--- config.mk ---
export PLATFORM = sky130hd
export DESIGN_NAME = perf_cpu_selector_unit
export DESIGN_NICKNAME = d
export VERILOG_FILES = /design/src/sv/pcs_pkg.sv /design/src/sv/pcs_front.sv /design/src/sv/pcs_queue.sv /design/src/sv/pcs_back.sv /design/src/sv/perf_cpu_selector_unit.sv
export VERILOG_INCLUDE_DIRS = /design/src /design/src/sv
export SDC_FILE = /design/constraint.sdc
export NUM_CORES = 1
export LEC_CHECK = 0
export BUFFER_PORTS_ARGS = -buffer_cell sky130_fd_sc_hd__buf_2
export CAP_MARGIN = 20
export CORE_ASPECT_RATIO = 2
export CORE_MARGIN = 2
export CORE_UTILIZATION = 45
export DETAILED_ROUTE_END_ITERATION = 10
export GPL_TIMING_DRIVEN = 1
export PLACE_DENSITY = 0.69
export SETUP_SLACK_MARGIN = 0.1
export SLEW_MARGIN = 20
export SYNTH_ARGS = -nofsm -noshare
export SYNTH_HDL_FRONTEND = slang
export SYNTH_SLANG_ARGS = --single-unit
--- constraint.sdc ---
create_clock -name i_clk -period 15.2 [get_ports i_clk]
set_input_delay 0.76 -clock i_clk [delete_from_list [all_inputs] [get_ports i_clk]]
set_output_delay 0.76 -clock i_clk [all_outputs]
set_load 0.005 [all_outputs]
--- src/sv/assert_macros.svh ---
// Assertion macros used by the selector back stage (pcs_back).
`ifndef ASSERT_MACROS_SVH
`define ASSERT_MACROS_SVH

`ifndef SYNTHESIS

// Clocked property that is checked only while reset is released.
`define ASSERT_CLK(label, clk, rst_n, prop, msg) \
    label: assert property (@(posedge clk) disable iff (!(rst_n)) (prop)) else $error(msg);

// Plain invariant that must hold at every clock edge outside reset.
`define ASSERT_NEVER(label, clk, rst_n, cond, msg) \
    label: assert property (@(posedge clk) disable iff (!(rst_n)) !(cond)) else $error(msg);

`else

`define ASSERT_CLK(label, clk, rst_n, prop, msg)
`define ASSERT_NEVER(label, clk, rst_n, cond, msg)

`endif

`endif

--- src/sv/pcs_pkg.sv ---
// Types, constants and widths shared by the perf CPU selector modules.
package pcs_pkg;

    localparam int NUM_CPUS    = 8;
    localparam int UTIL_BITS   = 11;
    localparam int NEWU_BITS   = UTIL_BITS + 1;
    localparam int LAT_BITS    = 16;
    localparam int CPU_BITS    = 3;
    localparam int CHOSEN_BITS = 4;
    localparam int QUEUE_DEPTH = 2;
    localparam int QPTR_BITS   = $clog2(QUEUE_DEPTH);
    localparam int QCNT_BITS   = $clog2(QUEUE_DEPTH + 1);
    localparam int RES_DEPTH   = 2;
    localparam int RPTR_BITS   = $clog2(RES_DEPTH);
    localparam int RCNT_BITS   = $clog2(RES_DEPTH + 1);

    localparam logic signed [CHOSEN_BITS-1:0] CPU_NONE = '1;

    typedef enum logic [1:0] {
        KIND_IDLE   = 2'd0,
        KIND_SPARE  = 2'd1,
        KIND_BACKUP = 2'd2,
        KIND_NONE   = 2'd3
    } t_kind;

    // One classified candidate, as handed from the front to the back.
    typedef struct packed {
        logic                 take;
        logic [CPU_BITS-1:0]  cpu;
        logic                 is_idle;
        logic                 has_state;
        logic [LAT_BITS-1:0]  lat;
        logic [UTIL_BITS-1:0] cap_o;
        logic [UTIL_BITS-1:0] wake;
        logic [NEWU_BITS-1:0] load;
        logic [UTIL_BITS-1:0] spare;
        logic                 spare_ok;
        logic                 last;
    } t_cand;

    typedef struct packed {
        logic signed [CHOSEN_BITS-1:0] cpu;
        t_kind                         kind;
    } t_result;

endpackage

--- src/sv/pcs_front.sv ---
// Front stage: accepts candidate words and precomputes utilization and spare capacity.
module pcs_front
    import pcs_pkg::*;
(
    input  logic                 i_clk,
    input  logic                 i_rst_n,
    input  logic                 push,
    output logic                 full,
    input  logic [CPU_BITS-1:0]  i_cpu_index,
    input  logic                 i_eligible,
    input  logic                 i_over_utilized,
    input  logic                 i_is_idle,
    input  logic                 i_has_idle_state,
    input  logic [LAT_BITS-1:0]  i_exit_latency,
    input  logic [UTIL_BITS-1:0] i_capacity_original,
    input  logic [UTIL_BITS-1:0] i_capacity_current,
    input  logic [UTIL_BITS-1:0] i_wake_utilization,
    input  logic [UTIL_BITS-1:0] i_task_utilization,
    input  logic [UTIL_BITS-1:0] i_minimum_utilization,
    input  logic                 i_last_candidate,
    output logic                 o_valid,
    input  logic                 i_ready,
    output t_cand                o_cand
);

    logic                 r_valid;
    logic                 n_valid;
    t_cand                r_cand;
    t_cand                n_cand;
    logic                 accept;
    logic [NEWU_BITS-1:0] sum;
    logic [NEWU_BITS-1:0] floor_u;
    logic [NEWU_BITS-1:0] cand_load;
    logic [NEWU_BITS-1:0] cap_o_ext;

    assign full   = r_valid && !i_ready;
    assign accept = push && !full;

    always_comb begin
        sum       = {1'b0, i_wake_utilization} + {1'b0, i_task_utilization};
        floor_u   = {1'b0, i_minimum_utilization};
        cand_load = (sum < floor_u) ? floor_u : sum;
        cap_o_ext = {1'b0, i_capacity_original};

        n_cand.take      = i_eligible && !i_over_utilized
                           && (int'(i_cpu_index) < NUM_CPUS);
        n_cand.cpu       = i_cpu_index;
        n_cand.is_idle   = i_is_idle;
        n_cand.has_state = i_has_idle_state;
        n_cand.lat       = i_exit_latency;
        n_cand.cap_o     = i_capacity_original;
        n_cand.wake      = i_wake_utilization;
        n_cand.load      = cand_load;
        // Spare capacity saturates at zero rather than wrapping.
        n_cand.spare     = (cap_o_ext > cand_load) ? UTIL_BITS'(cap_o_ext - cand_load) : '0;
        n_cand.spare_ok  = {1'b0, i_capacity_current} > cand_load;
        n_cand.last      = i_last_candidate;

        n_valid = accept || (r_valid && !i_ready);
    end

    always_ff @(posedge i_clk) begin
        if (!i_rst_n) begin
            r_valid <= 1'b0;
        end else begin
            r_valid <= n_valid;
        end
    end

    always_ff @(posedge i_clk) begin
        if (accept) begin
            r_cand <= n_cand;
        end
    end

    assign o_valid = r_valid;
    assign o_cand  = r_cand;

endmodule

--- src/sv/pcs_queue.sv ---
// Short queue of classified candidates between the front and the back.
module pcs_queue
    import pcs_pkg::*;
(
    input  logic  i_clk,
    input  logic  i_rst_n,
    input  logic  i_valid,
    output logic  o_ready,
    input  t_cand i_cand,
    output logic  o_valid,
    input  logic  i_ready,
    output t_cand o_cand
);

    t_cand                r_mem [QUEUE_DEPTH];
    logic [QPTR_BITS-1:0] r_wr_ptr;
    logic [QPTR_BITS-1:0] r_rd_ptr;
    logic [QCNT_BITS-1:0] r_count;
    logic [QPTR_BITS-1:0] n_wr_ptr;
    logic [QPTR_BITS-1:0] n_rd_ptr;
    logic [QCNT_BITS-1:0] n_count;
    logic                 wr_en;
    logic                 rd_en;

    assign o_ready = r_count != QCNT_BITS'(QUEUE_DEPTH);
    assign o_valid = r_count != '0;
    assign o_cand  = r_mem[r_rd_ptr];
    assign wr_en   = i_valid && o_ready;
    assign rd_en   = o_valid && i_ready;

    always_comb begin
        n_wr_ptr = r_wr_ptr;
        n_rd_ptr = r_rd_ptr;
        n_count  = r_count;
        if (wr_en) begin
            n_wr_ptr = (r_wr_ptr == QPTR_BITS'(QUEUE_DEPTH - 1)) ? '0 : r_wr_ptr + 1'b1;
        end
        if (rd_en) begin
            n_rd_ptr = (r_rd_ptr == QPTR_BITS'(QUEUE_DEPTH - 1)) ? '0 : r_rd_ptr + 1'b1;
        end
        if (wr_en && !rd_en) begin
            n_count = r_count + 1'b1;
        end else if (rd_en && !wr_en) begin
            n_count = r_count - 1'b1;
        end
    end

    always_ff @(posedge i_clk) begin
        if (!i_rst_n) begin
            r_wr_ptr <= '0;
            r_rd_ptr <= '0;
            r_count  <= '0;
        end else begin
            r_wr_ptr <= n_wr_ptr;
            r_rd_ptr <= n_rd_ptr;
            r_count  <= n_count;
        end
    end

    always_ff @(posedge i_clk) begin
        if (wr_en) begin
            r_mem[r_wr_ptr] <= i_cand;
        end
    end

endmodule

--- src/sv/pcs_back.sv ---
// Back stage: keeps the running bests, picks the CPU on the last word and queues the result.
`include "assert_macros.svh"

module pcs_back
    import pcs_pkg::*;
(
    input  logic                          i_clk,
    input  logic                          i_rst_n,
    input  logic                          i_valid,
    output logic                          o_ready,
    input  t_cand                         i_cand,
    output logic                          empty,
    input  logic                          pop,
    output logic signed [CHOSEN_BITS-1:0] o_chosen_cpu,
    output logic [1:0]                    o_choice_kind
);

    // Running bests. A select flag set means the matching CPU number is held.
    logic [UTIL_BITS-1:0] r_idle_cap,    n_idle_cap;
    logic [UTIL_BITS-1:0] r_idle_util,   n_idle_util;
    logic [LAT_BITS-1:0]  r_idle_lat,    n_idle_lat;
    logic                 r_idle_valid,  n_idle_valid;
    logic                 r_idle_sel,    n_idle_sel;
    logic [CPU_BITS-1:0]  r_idle_cpu,    n_idle_cpu;
    logic [UTIL_BITS-1:0] r_spare,       n_spare;
    logic                 r_spare_sel,   n_spare_sel;
    logic [CPU_BITS-1:0]  r_spare_cpu,   n_spare_cpu;
    logic [UTIL_BITS-1:0] r_bk_wake,     n_bk_wake;
    logic [NEWU_BITS-1:0] r_bk_newu,     n_bk_newu;
    logic                 r_bk_sel,      n_bk_sel;
    logic [CPU_BITS-1:0]  r_bk_cpu,      n_bk_cpu;

    t_result              r_res [RES_DEPTH];
    logic [RPTR_BITS-1:0] r_res_wr,    n_res_wr;
    logic [RPTR_BITS-1:0] r_res_rd,    n_res_rd;
    logic [RCNT_BITS-1:0] r_res_count, n_res_count;

    logic    consume;
    logic    res_push;
    logic    res_pop;
    logic    res_room;
    logic    idle_loses;
    t_result result;

    assign res_room = r_res_count != RCNT_BITS'(RES_DEPTH);
    // Only a last candidate needs room in the result queue.
    assign o_ready  = !i_cand.last || res_room;
    assign consume  = i_valid && o_ready;
    assign res_push = consume && i_cand.last;
    assign res_pop  = pop && !empty;

    always_comb begin
        n_idle_cap   = r_idle_cap;
        n_idle_util  = r_idle_util;
        n_idle_lat   = r_idle_lat;
        n_idle_valid = r_idle_valid;
        n_idle_sel   = r_idle_sel;
        n_idle_cpu   = r_idle_cpu;
        n_spare      = r_spare;
        n_spare_sel  = r_spare_sel;
        n_spare_cpu  = r_spare_cpu;
        n_bk_wake    = r_bk_wake;
        n_bk_newu    = r_bk_newu;
        n_bk_sel     = r_bk_sel;
        n_bk_cpu     = r_bk_cpu;
        result       = '{cpu: CPU_NONE, kind: KIND_NONE};

        idle_loses = r_idle_valid && (i_cand.cap_o == r_idle_cap)
                     && ((i_cand.lat > r_idle_lat)
                         || ((i_cand.lat == r_idle_lat) && (i_cand.wake >= r_idle_util)));

        if (consume && i_cand.take) begin
            if (i_cand.is_idle) begin
                if (i_cand.cap_o >= r_idle_cap) begin
                    if (!i_cand.has_state) begin
                        // Taken as the pick, but its figures do not enter the record.
                        n_idle_sel = 1'b1;
                        n_idle_cpu = i_cand.cpu;
                    end else if (!idle_loses) begin
                        n_idle_cap   = i_cand.cap_o;
                        n_idle_util  = i_cand.wake;
                        n_idle_lat   = i_cand.lat;
                        n_idle_valid = 1'b1;
                        n_idle_sel   = 1'b1;
                        n_idle_cpu   = i_cand.cpu;
                    end
                end
            end else if (!r_idle_sel) begin
                if (i_cand.spare_ok && (i_cand.spare > r_spare)) begin
                    n_spare     = i_cand.spare;
                    n_spare_sel = 1'b1;
                    n_spare_cpu = i_cand.cpu;
                end else if (!r_bk_sel || !((i_cand.wake > r_bk_wake)
                                            || (i_cand.load > r_bk_newu))) begin
                    n_bk_wake = i_cand.wake;
                    n_bk_newu = i_cand.load;
                    n_bk_sel  = 1'b1;
                    n_bk_cpu  = i_cand.cpu;
                end
            end
        end

        if (n_idle_sel) begin
            result = '{cpu: {1'b0, n_idle_cpu}, kind: KIND_IDLE};
        end else if (n_spare_sel) begin
            result = '{cpu: {1'b0, n_spare_cpu}, kind: KIND_SPARE};
        end else if (n_bk_sel) begin
            result = '{cpu: {1'b0, n_bk_cpu}, kind: KIND_BACKUP};
        end

        // The pass ends here: all records return to their empty values.
        if (res_push) begin
            n_idle_cap   = '0;
            n_idle_util  = '1;
            n_idle_lat   = '1;
            n_idle_valid = 1'b0;
            n_idle_sel   = 1'b0;
            n_spare      = '0;
            n_spare_sel  = 1'b0;
            n_bk_wake    = '1;
            n_bk_newu    = '1;
            n_bk_sel     = 1'b0;
        end

        n_res_wr    = r_res_wr;
        n_res_rd    = r_res_rd;
        n_res_count = r_res_count;
        if (res_push) begin
            n_res_wr = (r_res_wr == RPTR_BITS'(RES_DEPTH - 1)) ? '0 : r_res_wr + 1'b1;
        end
        if (res_pop) begin
            n_res_rd = (r_res_rd == RPTR_BITS'(RES_DEPTH - 1)) ? '0 : r_res_rd + 1'b1;
        end
        if (res_push && !res_pop) begin
            n_res_count = r_res_count + 1'b1;
        end else if (res_pop && !res_push) begin
            n_res_count = r_res_count - 1'b1;
        end
    end

    always_ff @(posedge i_clk) begin
        if (!i_rst_n) begin
            r_idle_cap   <= '0;
            r_idle_util  <= '1;
            r_idle_lat   <= '1;
            r_idle_valid <= 1'b0;
            r_idle_sel   <= 1'b0;
            r_spare      <= '0;
            r_spare_sel  <= 1'b0;
            r_bk_wake    <= '1;
            r_bk_newu    <= '1;
            r_bk_sel     <= 1'b0;
            r_res_wr     <= '0;
            r_res_rd     <= '0;
            r_res_count  <= '0;
        end else begin
            r_idle_cap   <= n_idle_cap;
            r_idle_util  <= n_idle_util;
            r_idle_lat   <= n_idle_lat;
            r_idle_valid <= n_idle_valid;
            r_idle_sel   <= n_idle_sel;
            r_spare      <= n_spare;
            r_spare_sel  <= n_spare_sel;
            r_bk_wake    <= n_bk_wake;
            r_bk_newu    <= n_bk_newu;
            r_bk_sel     <= n_bk_sel;
            r_res_wr     <= n_res_wr;
            r_res_rd     <= n_res_rd;
            r_res_count  <= n_res_count;
        end
    end

    always_ff @(posedge i_clk) begin
        r_idle_cpu  <= n_idle_cpu;
        r_spare_cpu <= n_spare_cpu;
        r_bk_cpu    <= n_bk_cpu;
        if (res_push) begin
            r_res[r_res_wr] <= result;
        end
    end

    assign empty         = r_res_count == '0;
    assign o_chosen_cpu  = r_res[r_res_rd].cpu;
    assign o_choice_kind = r_res[r_res_rd].kind;

    `ASSERT_NEVER(a_res_overflow, i_clk, i_rst_n, r_res_count > RCNT_BITS'(RES_DEPTH), "result queue overflow")
    `ASSERT_CLK(a_pass_clears, i_clk, i_rst_n, res_push |=> (!r_idle_sel && !r_spare_sel && !r_bk_sel && !r_idle_valid), "records not cleared after last candidate")
    `ASSERT_CLK(a_none_is_minus_one, i_clk, i_rst_n, (!empty && (r_res[r_res_rd].kind == KIND_NONE)) |-> (r_res[r_res_rd].cpu == CPU_NONE), "empty choice without cpu minus one")
    `ASSERT_CLK(a_push_grows, i_clk, i_rst_n, (res_push && !res_pop) |=> (r_res_count == $past(r_res_count) + 1'b1), "result word lost")

endmodule

--- src/sv/perf_cpu_selector_unit.sv ---
// Perf CPU selector: accepts one candidate word per cycle while full is low and,
// after the word marked last, returns the chosen CPU and its kind. Candidates
// stream in at one word per clock until back-pressure raises full; the only loop
// is the update of the running bests in the back stage. A result reaches the
// output ports through the front register, the candidate queue and then the
// result queue, and up to two results may wait while new candidates keep
// arriving.
module perf_cpu_selector_unit
    import pcs_pkg::*;
(
    input  logic                          i_clk,
    input  logic                          i_rst_n,
    input  logic                          push,
    output logic                          full,
    input  logic [CPU_BITS-1:0]           i_cpu_index,
    input  logic                          i_eligible,
    input  logic                          i_over_utilized,
    input  logic                          i_is_idle,
    input  logic                          i_has_idle_state,
    input  logic [LAT_BITS-1:0]           i_exit_latency,
    input  logic [UTIL_BITS-1:0]          i_capacity_original,
    input  logic [UTIL_BITS-1:0]          i_capacity_current,
    input  logic [UTIL_BITS-1:0]          i_wake_utilization,
    input  logic [UTIL_BITS-1:0]          i_task_utilization,
    input  logic [UTIL_BITS-1:0]          i_minimum_utilization,
    input  logic                          i_last_candidate,
    output logic                          empty,
    input  logic                          pop,
    output logic signed [CHOSEN_BITS-1:0] o_chosen_cpu,
    output logic [1:0]                    o_choice_kind
);

    logic  front_valid;
    logic  front_ready;
    t_cand front_cand;
    logic  back_valid;
    logic  back_ready;
    t_cand back_cand;

    pcs_front u_front (
        .i_clk                 (i_clk),
        .i_rst_n               (i_rst_n),
        .push                  (push),
        .full                  (full),
        .i_cpu_index           (i_cpu_index),
        .i_eligible            (i_eligible),
        .i_over_utilized       (i_over_utilized),
        .i_is_idle             (i_is_idle),
        .i_has_idle_state      (i_has_idle_state),
        .i_exit_latency        (i_exit_latency),
        .i_capacity_original   (i_capacity_original),
        .i_capacity_current    (i_capacity_current),
        .i_wake_utilization    (i_wake_utilization),
        .i_task_utilization    (i_task_utilization),
        .i_minimum_utilization (i_minimum_utilization),
        .i_last_candidate      (i_last_candidate),
        .o_valid               (front_valid),
        .i_ready               (front_ready),
        .o_cand                (front_cand)
    );

    pcs_queue u_queue (
        .i_clk   (i_clk),
        .i_rst_n (i_rst_n),
        .i_valid (front_valid),
        .o_ready (front_ready),
        .i_cand  (front_cand),
        .o_valid (back_valid),
        .i_ready (back_ready),
        .o_cand  (back_cand)
    );

    pcs_back u_back (
        .i_clk         (i_clk),
        .i_rst_n       (i_rst_n),
        .i_valid       (back_valid),
        .o_ready       (back_ready),
        .i_cand        (back_cand),
        .empty         (empty),
        .pop           (pop),
        .o_chosen_cpu  (o_chosen_cpu),
        .o_choice_kind (o_choice_kind)
    );

endmodule
[Yosys cells after proc, flatten, opt, wreduce, memory -nomap -nowiden]
Memories as Yosys holds them, arrays and structs flattened. A register that Yosys moved wholly into a read port is not among the register bits.
Index checks and enable logic that the tools add are counted.
Operators by class
  $add $sub $neg: 10
  multipliers: 0
  divide/modulo/power cells: 0
  magnitude comparators: 9
  equal/unequal tests: 4
  shift-type cells: 0
  mux-type cells: 48
  bitwise gates (word level): 5
  reductions and logical operators: 40
Operators by type and width (number)
  3-bit 2-to-1 mux: 14
  1-bit 2-to-1 mux: 26
  11-bit by 12-bit greater-than comparator with 1-bit output: 2
  11-bit >= comparator: 2
  11-bit greater-than comparator: 2
  6-bit 2-to-1 mux: 3
  16-bit == test: 1
  16-bit greater-than comparator: 1
  1-bit logical AND: 16
  11-bit by 11-bit adder with 12-bit output: 1
  12-bit greater-than comparator: 1
  12-bit by 11-bit < comparator with 1-bit output: 1
  12-bit 2-to-1 mux: 1
  11-bit == test: 1
  1-bit logical NOT: 11
  11-bit subtractor: 1
  5-bit AND reduction: 2
  2-bit 2-to-1 mux: 4
  2-bit nonzero test: 3
  1-bit logical OR: 5
  1-bit NOT: 5
  1-bit adder, second input constant: 4
  2-bit by 1-bit adder with 2-bit output, second input constant: 2
  2-bit inequality test, second input constant: 2
  other kinds (4): 5
Word-level totals
  register bits: 163
  latch bits: 0
  bits in writable memories: 150
  ROM bits: 0
  input bits: 83
  output and inout bits: 8
  word-level logic and storage cells: 149
  memories kept: 2
Memory list
  u_queue.r_mem: words 2, bits a word 69, rd ports 1, clocked after memory_dff 1, write ports 1, line pcs_queue.sv:15  | t_cand r_mem [QUEUE_DEPTH];
  u_back.r_res: words 2, bits a word 6, rd ports 1, clocked after memory_dff 1, write ports 1, line pcs_back.sv:33  | t_result r_res [RES_DEPTH];

[Depth between registers and ports, before layout]
Gate-level depths: netlist of the first run.
  depth after elaboration: 12
  depth in mapped cells: 29
  depth with buffers taken out: 27

[Cells and area by module]
A second synthesis of the first run with hierarchy kept.
Unflattened totals
  cells, all modules: 1279
  area, all modules: 15142.0 sq um
Modules (own cells, without submodules)
  pcs_back: instances 1, cells each 687, area each 5746.8 sq um, seq. area each 2162.1 sq um
  pcs_queue: instances 1, cells each 239, area each 5260.0 sq um, seq. area each 4244.1 sq um
  pcs_front: instances 1, cells each 353, area each 4135.2 sq um, seq. area each 2092.0 sq um

[Worst setup path after synthesis of the first run]
No wires, ideal clock.
  path kind: in2reg
  start: in i_wake_utilization[0]
  end: reg u_front.r_cand (netlist bit u_front.o_cand[11]), data pin
  setup time: 0.276 ns
  arrival: 6.463 ns
  required time: 14.924 ns
  slack: 8.461 ns
  stages on the path: 26
  path buffers: 2
  cells stage by stage: ha_1 -> fa_1 -> a211oi_1 -> o21ai_0 -> a21oi_1 -> nor2b_1 -> o21ai_0 -> nand2b_1 -> a21oi_1 -> xnor2_1 -> ha_1 -> nand3_1 -> or2_2 -> o31ai_1 -> or3_1 -> buf_6 -> clkbuf_1 -> mux2_2 -> xor2_1 -> inv_1 -> ha_1 -> o31a_1 -> maj3_1 -> nor2b_4 -> o21ai_2 -> nor4_2
On the way
  word-level cells in the longest chain between the ends: 4
  elaborated cells on any way between the ends: 5
  those cells by class: add/sub: 2; order compare: 2; mux: 1
Ends and longest elaborated chain
  start, declared: line perf_cpu_selector_unit.sv:23  | input logic [UTIL_BITS-1:0] i_wake_utilization,
  11-bit by 11-bit adder with 12-bit output (*): line pcs_front.sv:40  | sum = {1'b0, i_wake_utilization} + {1'b0, i_task_utilization};
  12-bit by 11-bit < comparator with 1-bit output: line pcs_front.sv:42  | cand_load = (sum < floor_u) ? floor_u : sum;
  12-bit 2-to-1 mux (*): line pcs_front.sv:42
  named net u_front.cand_load[1]: line pcs_front.sv:33  | logic [NEWU_BITS-1:0] cand_load;
  11-bit subtractor or 11-bit by 12-bit greater-than comparator with 1-bit output (tied branches): line pcs_front.sv:55  | n_cand.spare = (cap_o_ext > cand_load) ? UTIL_BITS'(cap_o_ext - cand_load) : '0;
  end signal, assigned: line pcs_front.sv:72  | r_cand <= n_cand;
  end, declared: line pcs_front.sv:28  | t_cand r_cand;
Mark *: on every way through the listed nets, which the timed path passes. The rest lies on a longest branch.
A chain may end at the register's enable or synchronous reset.

[Final worst setup path of the first run]
  start: in i_wake_utilization[0]
  end: reg u_front.r_cand (netlist bit u_front.o_cand[6]), data pin
Same word-level chain as after synthesis.

==> results of run 1 <==
[power breakdown]
| part | leakage [nW] | internal [mW] | total, mW | switching [mW] |
|---|---|---|---|---|
| clock | 0.458 | 0.403 | 0.719 | 0.315 |
| combinational | 3.41 | 0.311 | 0.737 | 0.426 |
| sequential | 2.83 | 1.05 | 1.10 | 0.0500 |
[worst max-delay path, cell delays in order]
cell and delay (ns):
sky130_fd_sc_hd__buf_2 0.11, sky130_fd_sc_hd__ha_1 0.26, sky130_fd_sc_hd__fa_1 0.44, sky130_fd_sc_hd__a211oi_1 0.29
sky130_fd_sc_hd__o21ai_0 0.18, sky130_fd_sc_hd__a21oi_1 0.15, sky130_fd_sc_hd__nor2b_1 0.07, sky130_fd_sc_hd__o21ai_0 0.14
sky130_fd_sc_hd__nand2b_1 0.07, sky130_fd_sc_hd__a21oi_1 0.18, sky130_fd_sc_hd__xnor2_1 0.12, sky130_fd_sc_hd__ha_1 0.33
sky130_fd_sc_hd__nand3_1 0.10, sky130_fd_sc_hd__or2_2 0.30, sky130_fd_sc_hd__o31ai_1 0.63, sky130_fd_sc_hd__or3_1 0.64
sky130_fd_sc_hd__mux2_2 0.46, sky130_fd_sc_hd__xor2_1 0.34, sky130_fd_sc_hd__inv_1 0.09, sky130_fd_sc_hd__ha_1 0.23
sky130_fd_sc_hd__o31a_1 0.30, sky130_fd_sc_hd__maj3_1 0.46, sky130_fd_sc_hd__nor2b_4 0.19, sky130_fd_sc_hd__o21ai_2 0.38
sky130_fd_sc_hd__nor3_1 0.10
[cells in the final DEF, fill, tap and decap left out, types with 14 or more instances in the layout]
master | synthesis | final
sky130_fd_sc_hd__mux2i_1 | 54 | 54
sky130_fd_sc_hd__a21o_1 | 19 | 19
sky130_fd_sc_hd__nand4_1 | 16 | 16
sky130_fd_sc_hd__o211ai_1 | 27 | 27
sky130_fd_sc_hd__a21oi_1 | 30 | 30
sky130_fd_sc_hd__edfxtp_1 | 219 | 219
sky130_fd_sc_hd__o21a_1 | 28 | 28
sky130_fd_sc_hd__inv_1 | 106 | 106
sky130_fd_sc_hd__nor2_1 | 97 | 96
sky130_fd_sc_hd__o21ai_0 | 28 | 28
sky130_fd_sc_hd__clkbuf_16 | 0 | 29
sky130_fd_sc_hd__nor3_1 | 14 | 14
sky130_fd_sc_hd__ha_1 | 108 | 108
sky130_fd_sc_hd__dfxtp_1 | 96 | 95
sky130_fd_sc_hd__nand2_1 | 65 | 65
sky130_fd_sc_hd__buf_2 | 0 | 90
sky130_fd_sc_hd__xnor2_1 | 15 | 15
sky130_fd_sc_hd__a211oi_1 | 21 | 21
sky130_fd_sc_hd__mux2_2 | 74 | 74
[kinds of logic after synthesis]
| group | synth area share (%) |
|---|---|
| AOI/OAI and AO/OA | 10.2 |
| xor gates and xnor gates | 1.46 |
| adders and majority gates | 9.43 |
| buffers and inverters | 3.76 |
| DFF | 56.8 |
| muxes | 9.33 |
| and+or+nand+nor | 9.01 |
[per-layer routing]
metal,vias to the layer above,GRT usage (%),wire [microns]
li1,4662,-,-
met1,4606,17.7,11300
met2,176,34.8,16700
met3,79,1.68,890
met4,0,9.74,1550
met5,-,0,0
[through the flow]
step	area, sq um	setup slack (ns)	hold WS (ns)	instances
finish	16900	8.17	0.381	1766
global route	16900	7.67	0.358	1766
CTS	16900	8.23	0.356	1765
detailed placement	15900	7.65	0.429	1713
global placement	15900	7.78	0.425	1713
floorplan	15000	8.46	0.421	1220
[worst max-delay path by stage]
stage | from | endpoint | slack (ns)
6_report | i_wake_utilization[0] | u_front.o_cand[6] | 8.17
4_1_cts | i_wake_utilization[0] | u_front.o_cand[6] | 8.23
3_5_place_dp | i_wake_utilization[0] | u_front.o_cand[6] | 7.65
3_3_place_gp | i_wake_utilization[0] | u_front.o_cand[11] | 7.78
5_1_grt | i_wake_utilization[0] | u_front.o_cand[4] | 7.67
2_1_floorplan | i_wake_utilization[0] | u_front.o_cand[11] | 8.46
[area by class of cell]
cell class                 count  share of cell area [%]
timing repair buffer         103                    3.24
inverter                     106                    2.36
clock buffer                  30                    4.32
sequential                   315                    50.3
tap                          432                    3.20
multi-input combinational    757                    35.3
antenna                        1                  0.0148
clock inverter                22                    1.28
[sequential cells by signal (all words and copies together), names as in the netlist, 11 cells and up, named ones only]
| signal | cells |
|---|---|
| u_queue.r_mem | 138 |
| u_front.o_cand | 69 |
| u_back.r_idle_lat | 16 |
| u_back.r_bk_newu | 12 |
| u_back.r_res | 12 |
| u_back.r_bk_wake | 11 |
| u_back.r_idle_cap | 11 |
| u_back.r_idle_util | 11 |
| u_back.r_spare | 11 |
==> results.txt, run 1 <==
The global-route usage over all layers is 17.5%. Input and output buffers added on the ports amount to 90. STA classifies the critical path endpoint as a register.

The number of endpoints with negative hold slack in the final report is 0. For the final routed database, the setup TNS stands at 0 ns. The die width is 133 microns. The final weighted congestion in routability-driven placement is 0.870. Data arrives at the worst endpoint at 7.30 ns. In this run the critical register-to-register path is captured at u_back.r_res[1][5]. The routed length per placed instance is 17.2 microns.

The maximum fanout encountered on the critical timing path is 17. Once the clock tree was built, the resizer swapped 0 gates to a different size. Sorting the synthesized cells by area gives the leading types as sky130_fd_sc_hd__edfxtp_1 (44%), sky130_fd_sc_hd__dfxtp_1 (13%), sky130_fd_sc_hd__ha_1 (9.0%). The data required time at the worst endpoint came out at 15.47 ns. In the synthesized netlist, the number of instances is 1220.

The wire length reported by the detailed router is 30.4 mm. The clock transition at the register clock pins on the worst setup and hold paths after CTS came out at 0.07 ns. In this run the deepest clock path goes through 3 buffers. The upper clock frequency limit came out at 142 MHz. The count of standard-cell rows came out at 94. The vias after detailed routing came out at 9523.

The number of levels in the clock H-tree came out at 1. The first-pass iteration count of the detailed router is 5. The worst hold endpoint is u_front.o_cand[49]. For this design the ratio of total power to cell area is 151 nW/um^2.

The area of the die came out at 34800 sq um. The predominant post-synthesis flop cell is sky130_fd_sc_hd__edfxtp_1. The largest net degree at the start of global routing came out at 71. The half-perimeter wire length after detailed placement is 21.6 mm.

The number of buffers inserted by post-CTS setup repair is 0. For the worst-skew pair, the clock arrives at the later sink with an insertion delay of 0.55 ns. Cells with a size suffix above 1 make up 18.6% of the layout. The period utilization came out at 46.2%. The multi-input combinational cells in the finished layout cover a total of 5960 sq um. Counting flops and latches in the post-synthesis netlist gives 315.

The count of warnings emitted by yosys came out at 0. The share of async-settable or async-resettable flops after synthesis is 0%. From synthesis to final layout, the design area changed by 12.9%.

The first global-routing pass estimated 48.6 mm of wire. The post-synthesis cell type with the largest combined area is sky130_fd_sc_hd__edfxtp_1. The largest vdd supply drop is 90.1 uV.

The total of fill cells in the finished design is 2820. The area taken by flip-flops and latches is 8500 sq um. The critical path launch point type is a primary input. The final setup violation count is 0. Buffers inserted to repair hold after CTS numbered 0.

The number of slew-limit violations in the final report is 0. The count of nets after finishing is 1503. A synthesized cell averages 12.3 sq um. By count the netlist is led by sky130_fd_sc_hd__edfxtp_1 (219), sky130_fd_sc_hd__ha_1 (108), sky130_fd_sc_hd__inv_1 (106). The number of buffers created by CTS came out at 28.

The number of antenna violations at the first check in global routing is 1. The post-synthesis cell area is 15000 sq um. Along the worst hold path, the cell count comes to 1. Clock skew on the completed layout was measured at 0.0152 ns. The via count of the first global-routing pass is 9796. The utilization after layout came out at 51.5%.

Dividing the detail-routed via count by the number of cells gives 5.39. Once the floorplan was initialized, standard cells occupied 45.6% of the core. Summed over all layers, the global routing overflow is 0.

In this run the most critical hold path is launched from i_exit_latency[2]. sky130_fd_sc_hd__edfxtp_1 is the most common cell in the netlist. The count of routing violations after the opening detailed-route iteration is 289. 91 I/O pins were placed.

The number of remaining DRC errors came out at 0. The tree built by TritonCTS fans out to 315 sinks. The overall power of the completed layout came out at 2.55 mW. The remaining max-slew budget at the tightest pin is 23.9%. TritonCTS built the clock tree. The worst setup path is of the in2reg kind. The number of synthesized flops with an enable pin came out at 219.

The area of the core came out at 32800 sq um. The area share of the leading cell type in the synthesized netlist came out at 43.9%. The number of different library cells in the post-synthesis netlist is 70. CTS placed an instance of sky130_fd_sc_hd__clkbuf_16 at the clock tree root.

The total of max-cap violations came out at 0. The residual antenna-violating net count after detailed routing is 0. Summed over all cells, the static leakage comes to 6.71 nW.

The worst hold path belongs to the class in2reg. The floorplan die height is 262 microns. Of the synthesized area, sequential elements account for 56.8%.

The shortest clock period the worst path allows after layout is 7.03 ns. Setup repair after global routing left no endpoint under its margin. The number of nets produced by synthesis came out at 1412. The worst-case register-to-register setup slack is 10.03 ns.

The run finished with clean final reports. For the pin with the worst max-slew slack, the measured transition is 1.13 ns. The logic depth of the worst register-to-register path is 12.
(Power assumes the default switching activity.)
==> run 2: changes to the inputs <==
Clock period 15.2 ns to 6.85 ns, I/O delays scaled along.
==> run 2 against run 1 <==
  * Die area unchanged
  * Sequential share of layout area down 1.1 points
  * Register-to-register slack worse by 7.6 ns
  * Clock-buffer cell count down 3
  * Via count up 0.90%
  * Utilization up 1.1 points
  * Largest cell class unchanged
==> results.txt, run 2 (same netlist as run 1, synthesis figures left out) <==
The effective utilization at floorplan is 45.6% (unchanged). The kind of end point of the critical path is a register (unchanged). The total of fill cells in the finished design was 2815 (was 2820). The number of levels in the clock H-tree came out at 1 (unchanged). The first-pass iteration count of the detailed router came out at 5 (unchanged). The number of antenna violations at the first check in global routing came out at 0 (was 1).

The wire length the detailed router placed on met1 came out at 11.6 mm (was 11.3 mm). The number of buffers created by CTS came out at 26 (was 28). The reg-to-reg endpoint is u_back.r_res[1][3] (was u_back.r_res[1][5]). The number of endpoints with negative hold slack in the final report is 0 (unchanged). The first element of the critical path is i_wake_utilization[0] (unchanged).

The met2 layer wire length in the routed design is 17.5 mm (was 16.7 mm). The largest net degree at the start of global routing came out at 71 (unchanged). The logic depth of the worst register-to-register path is 11 (was 12). The remaining global-route overflow is 0 (unchanged). The maximum number of buffers from clock root to sink is 3 (unchanged).

The clock skew came out at 0.0254 ns (was 0.0152 ns). The largest register by flop count is u_queue.r_mem (unchanged). The floorplan die height came out at 262 microns (unchanged).

The critical path capture point was u_front.o_cand[3] (was u_front.o_cand[6]). The overall power of the completed layout was 5.64 mW (was 2.55 mW). The CTS tree is yes (unchanged).

The number of vias per cell is 5.32 (was 5.39). The class of the most critical setup path is in2reg (unchanged). The global-route usage over all layers came out at 18.1% (was 17.5%). The clock transition at the register clock pins on the worst setup and hold paths after CTS is 0.07 ns (about the same). The library cell contributing the largest single delay on the critical path was sky130_fd_sc_hd__dlygate4sd3_1 (was sky130_fd_sc_hd__or3_1).

The total of max-cap violations is 0 (unchanged). The cell chosen for the clock root is sky130_fd_sc_hd__clkbuf_16 (unchanged). The count of nets after finishing came to 1546 (was 1503). The routed length per placed instance came to 17.2 microns (about the same). The area of the core came to 32800 sq um (unchanged). The highest routed metal layer is met4 (unchanged).

The flip-flop count of the largest register after layout is 138 (unchanged). The total met3 wirelength after detailed routing is 861 microns (was 890 microns). Unrepaired setup endpoints after global routing: no (unchanged). Status: finished clean (unchanged). The maximum fanout encountered on the critical timing path came out at 10 (was 17). The worst-case register-to-register setup slack came out at 2.40 ns (was 10.03 ns).

The utilization after layout was 52.6% (was 51.5%). The remaining max-slew budget at the tightest pin is 31.0% (was 23.9%). The first-pass GRT wire length is 50.4 mm (was 48.6 mm).

The final setup violation count is 0 (unchanged). The shortest clock period the worst path allows after layout is 6.33 ns. The antenna diode count is 0 (was 1).

The data arrival time of the critical path is 6.59 ns (was 7.30 ns). The die width came to 133 microns (unchanged). The via count of the first global-routing pass was 9985 (was 9796).

The leakage power total came out at 6.87 nW (was 6.71 nW). The insertion delay to the later sink of the worst-skew pair is 0.55 ns (about the same). The number of I/O pins was 91 (unchanged). The period utilization came out at 92.4%. The area of placed instances is 16000 sq um (was 15900 sq um). The setup TNS is 0 ns (unchanged). The largest vdd supply drop is 191 uV (was 90.1 uV). The area of the die is 34800 sq um (unchanged).

For this run, the top clock speed supported by timing is 158 MHz. The critical path launch point type is a primary input (unchanged). The total number of clock tree sinks came to 315 (unchanged). The ratio of total power to cell area was 327 nW/um^2 (was 151 nW/um^2). The half-perimeter wire length after detailed placement is 22.1 mm (was 21.6 mm). The slew at the pin closest to its max-slew limit is 1.04 ns (was 1.13 ns). The data required time at the worst endpoint came out at 7.11 ns (was 15.47 ns).

The share of final-layout standard cells stronger than drive strength 1 is 19.1% (was 18.6%). The total non-filler cell area in the finished layout came out at 17300 sq um (was 16900 sq um). The vias after detailed routing is 9609 (was 9523). The number of remaining DRC errors is 0 (unchanged).

The residual antenna-violating net count after detailed routing is 0 (unchanged). The number of slew-limit violations in the final report came to 0 (unchanged). The class of the tightest hold or removal check is in2reg (unchanged). The count of input and output buffers came to 90 (unchanged). The most frequent standard cell in the layout excluding fill and tap cells is sky130_fd_sc_hd__edfxtp_1 (unchanged). The final weighted congestion in routability-driven placement came to 0.886 (was 0.870). The count of routing violations after the opening detailed-route iteration came to 431 (was 289).

The wire length reported by the detailed router is 31.1 mm (was 30.4 mm). Commonest cells after routing, fill and taps aside: sky130_fd_sc_hd__edfxtp_1 (219), sky130_fd_sc_hd__ha_1 (107), sky130_fd_sc_hd__inv_1 (106), sky130_fd_sc_hd__nor2_1 (96), sky130_fd_sc_hd__dfxtp_1 (95) (was sky130_fd_sc_hd__edfxtp_1 (219), sky130_fd_sc_hd__ha_1 (108), sky130_fd_sc_hd__inv_1 (106), sky130_fd_sc_hd__nor2_1 (96), sky130_fd_sc_hd__dfxtp_1 (95)). The area added between synthesis and finish came out at 15.3% (was 12.9%). The delay of the slowest cell on the worst path is 0.56 ns (was 0.64 ns). The count of standard-cell rows is 94 (unchanged).
-- run 2: cell types whose count changed in the layout (fill, tap and decap cells not counted), sizes merged --
cell	delta
dlygate4sd3	+32
buf	+13
clkbuf	-3
diode	-1
inv	-1
-- run 2: cell type report --
| cell class | count | area (sq um) | share of cell area, % |
|---|---|---|---|
| Clock inverter | 21 | 206 | 1.20 |
| Tap cell | 432 | 541 | 3.13 |
| Sequential cell | 315 | 8500 | 49.3 |
| Inverter | 106 | 398 | 2.31 |
| Multi-Input combinational cell | 757 | 5970 | 34.6 |
| Clock buffer | 27 | 676 | 3.92 |
| Timing Repair Buffer | 148 | 966 | 5.60 |
-- run 2: worst max-delay path, delay by kind of cell --
family / cells / cell delay (ns)
AO/OA/AOI/OAI: 9 / 2.11
adder cells (fa/ha/maj): 5 / 1.67
AND/OR/NAND/NOR: 6 / 0.90
buffers and inverters: 4 / 0.89
multiplexers: 1 / 0.34
XOR/XNOR: 2 / 0.31
-- run 2: where the power goes --
part | switching (mW) | internal [mW]
sequential | 0.148 | 2.33
clock | 0.688 | 0.840
combinational | 0.913 | 0.730
total | 1.75 | 3.90
-- run 2: per-layer routing --
| metal | global-route usage, % | vias to the layer above |
|---|---|---|
| met4 | 7.59 | 0 |
| li1 | - | 4735 |
| met2 | 36.7 | 158 |
| met1 | 18.7 | 4655 |
| met5 | 0 | - |
| met3 | 1.54 | 61 |
-- run 2: how the worst min path moves through the flow --
stage | startpoint | end | slack (ns) | cells past startpoint
3_5_place_dp | u_front.o_cand[28] | u_queue.r_mem[0][28] | 0.43 | 0
5_1_grt | i_capacity_original[9] | u_front.o_cand[45] | 0.02 | 1
2_1_floorplan | u_front.o_cand[0] | u_queue.r_mem[0][0] | 0.42 | 0
6_report | i_capacity_original[0] | u_front.o_cand[36] | 0.03 | 1
4_1_cts | i_capacity_original[0] | u_front.o_cand[36] | 0.01 | 1
3_3_place_gp | u_front.o_cand[51] | u_queue.r_mem[1][51] | 0.42 | 0
-- run 2: timing repair --
item,CTS,global route
gates resized for setup,0,3
hold endpoints to repair,32,0
hold buffers,32,0
setup buffers,0,2
setup endpoints to repair,0,11
-- run 2: metrics by stage --
stage	cells	setup WS, ns	hold slack, ns
CTS	1804	0.296	0.0118
finish	1806	0.523	0.0333
floorplan	1220	0.529	0.421
detailed placement	1724	0.328	0.431
global route	1806	0.166	0.0233
global placement	1724	0.477	0.423
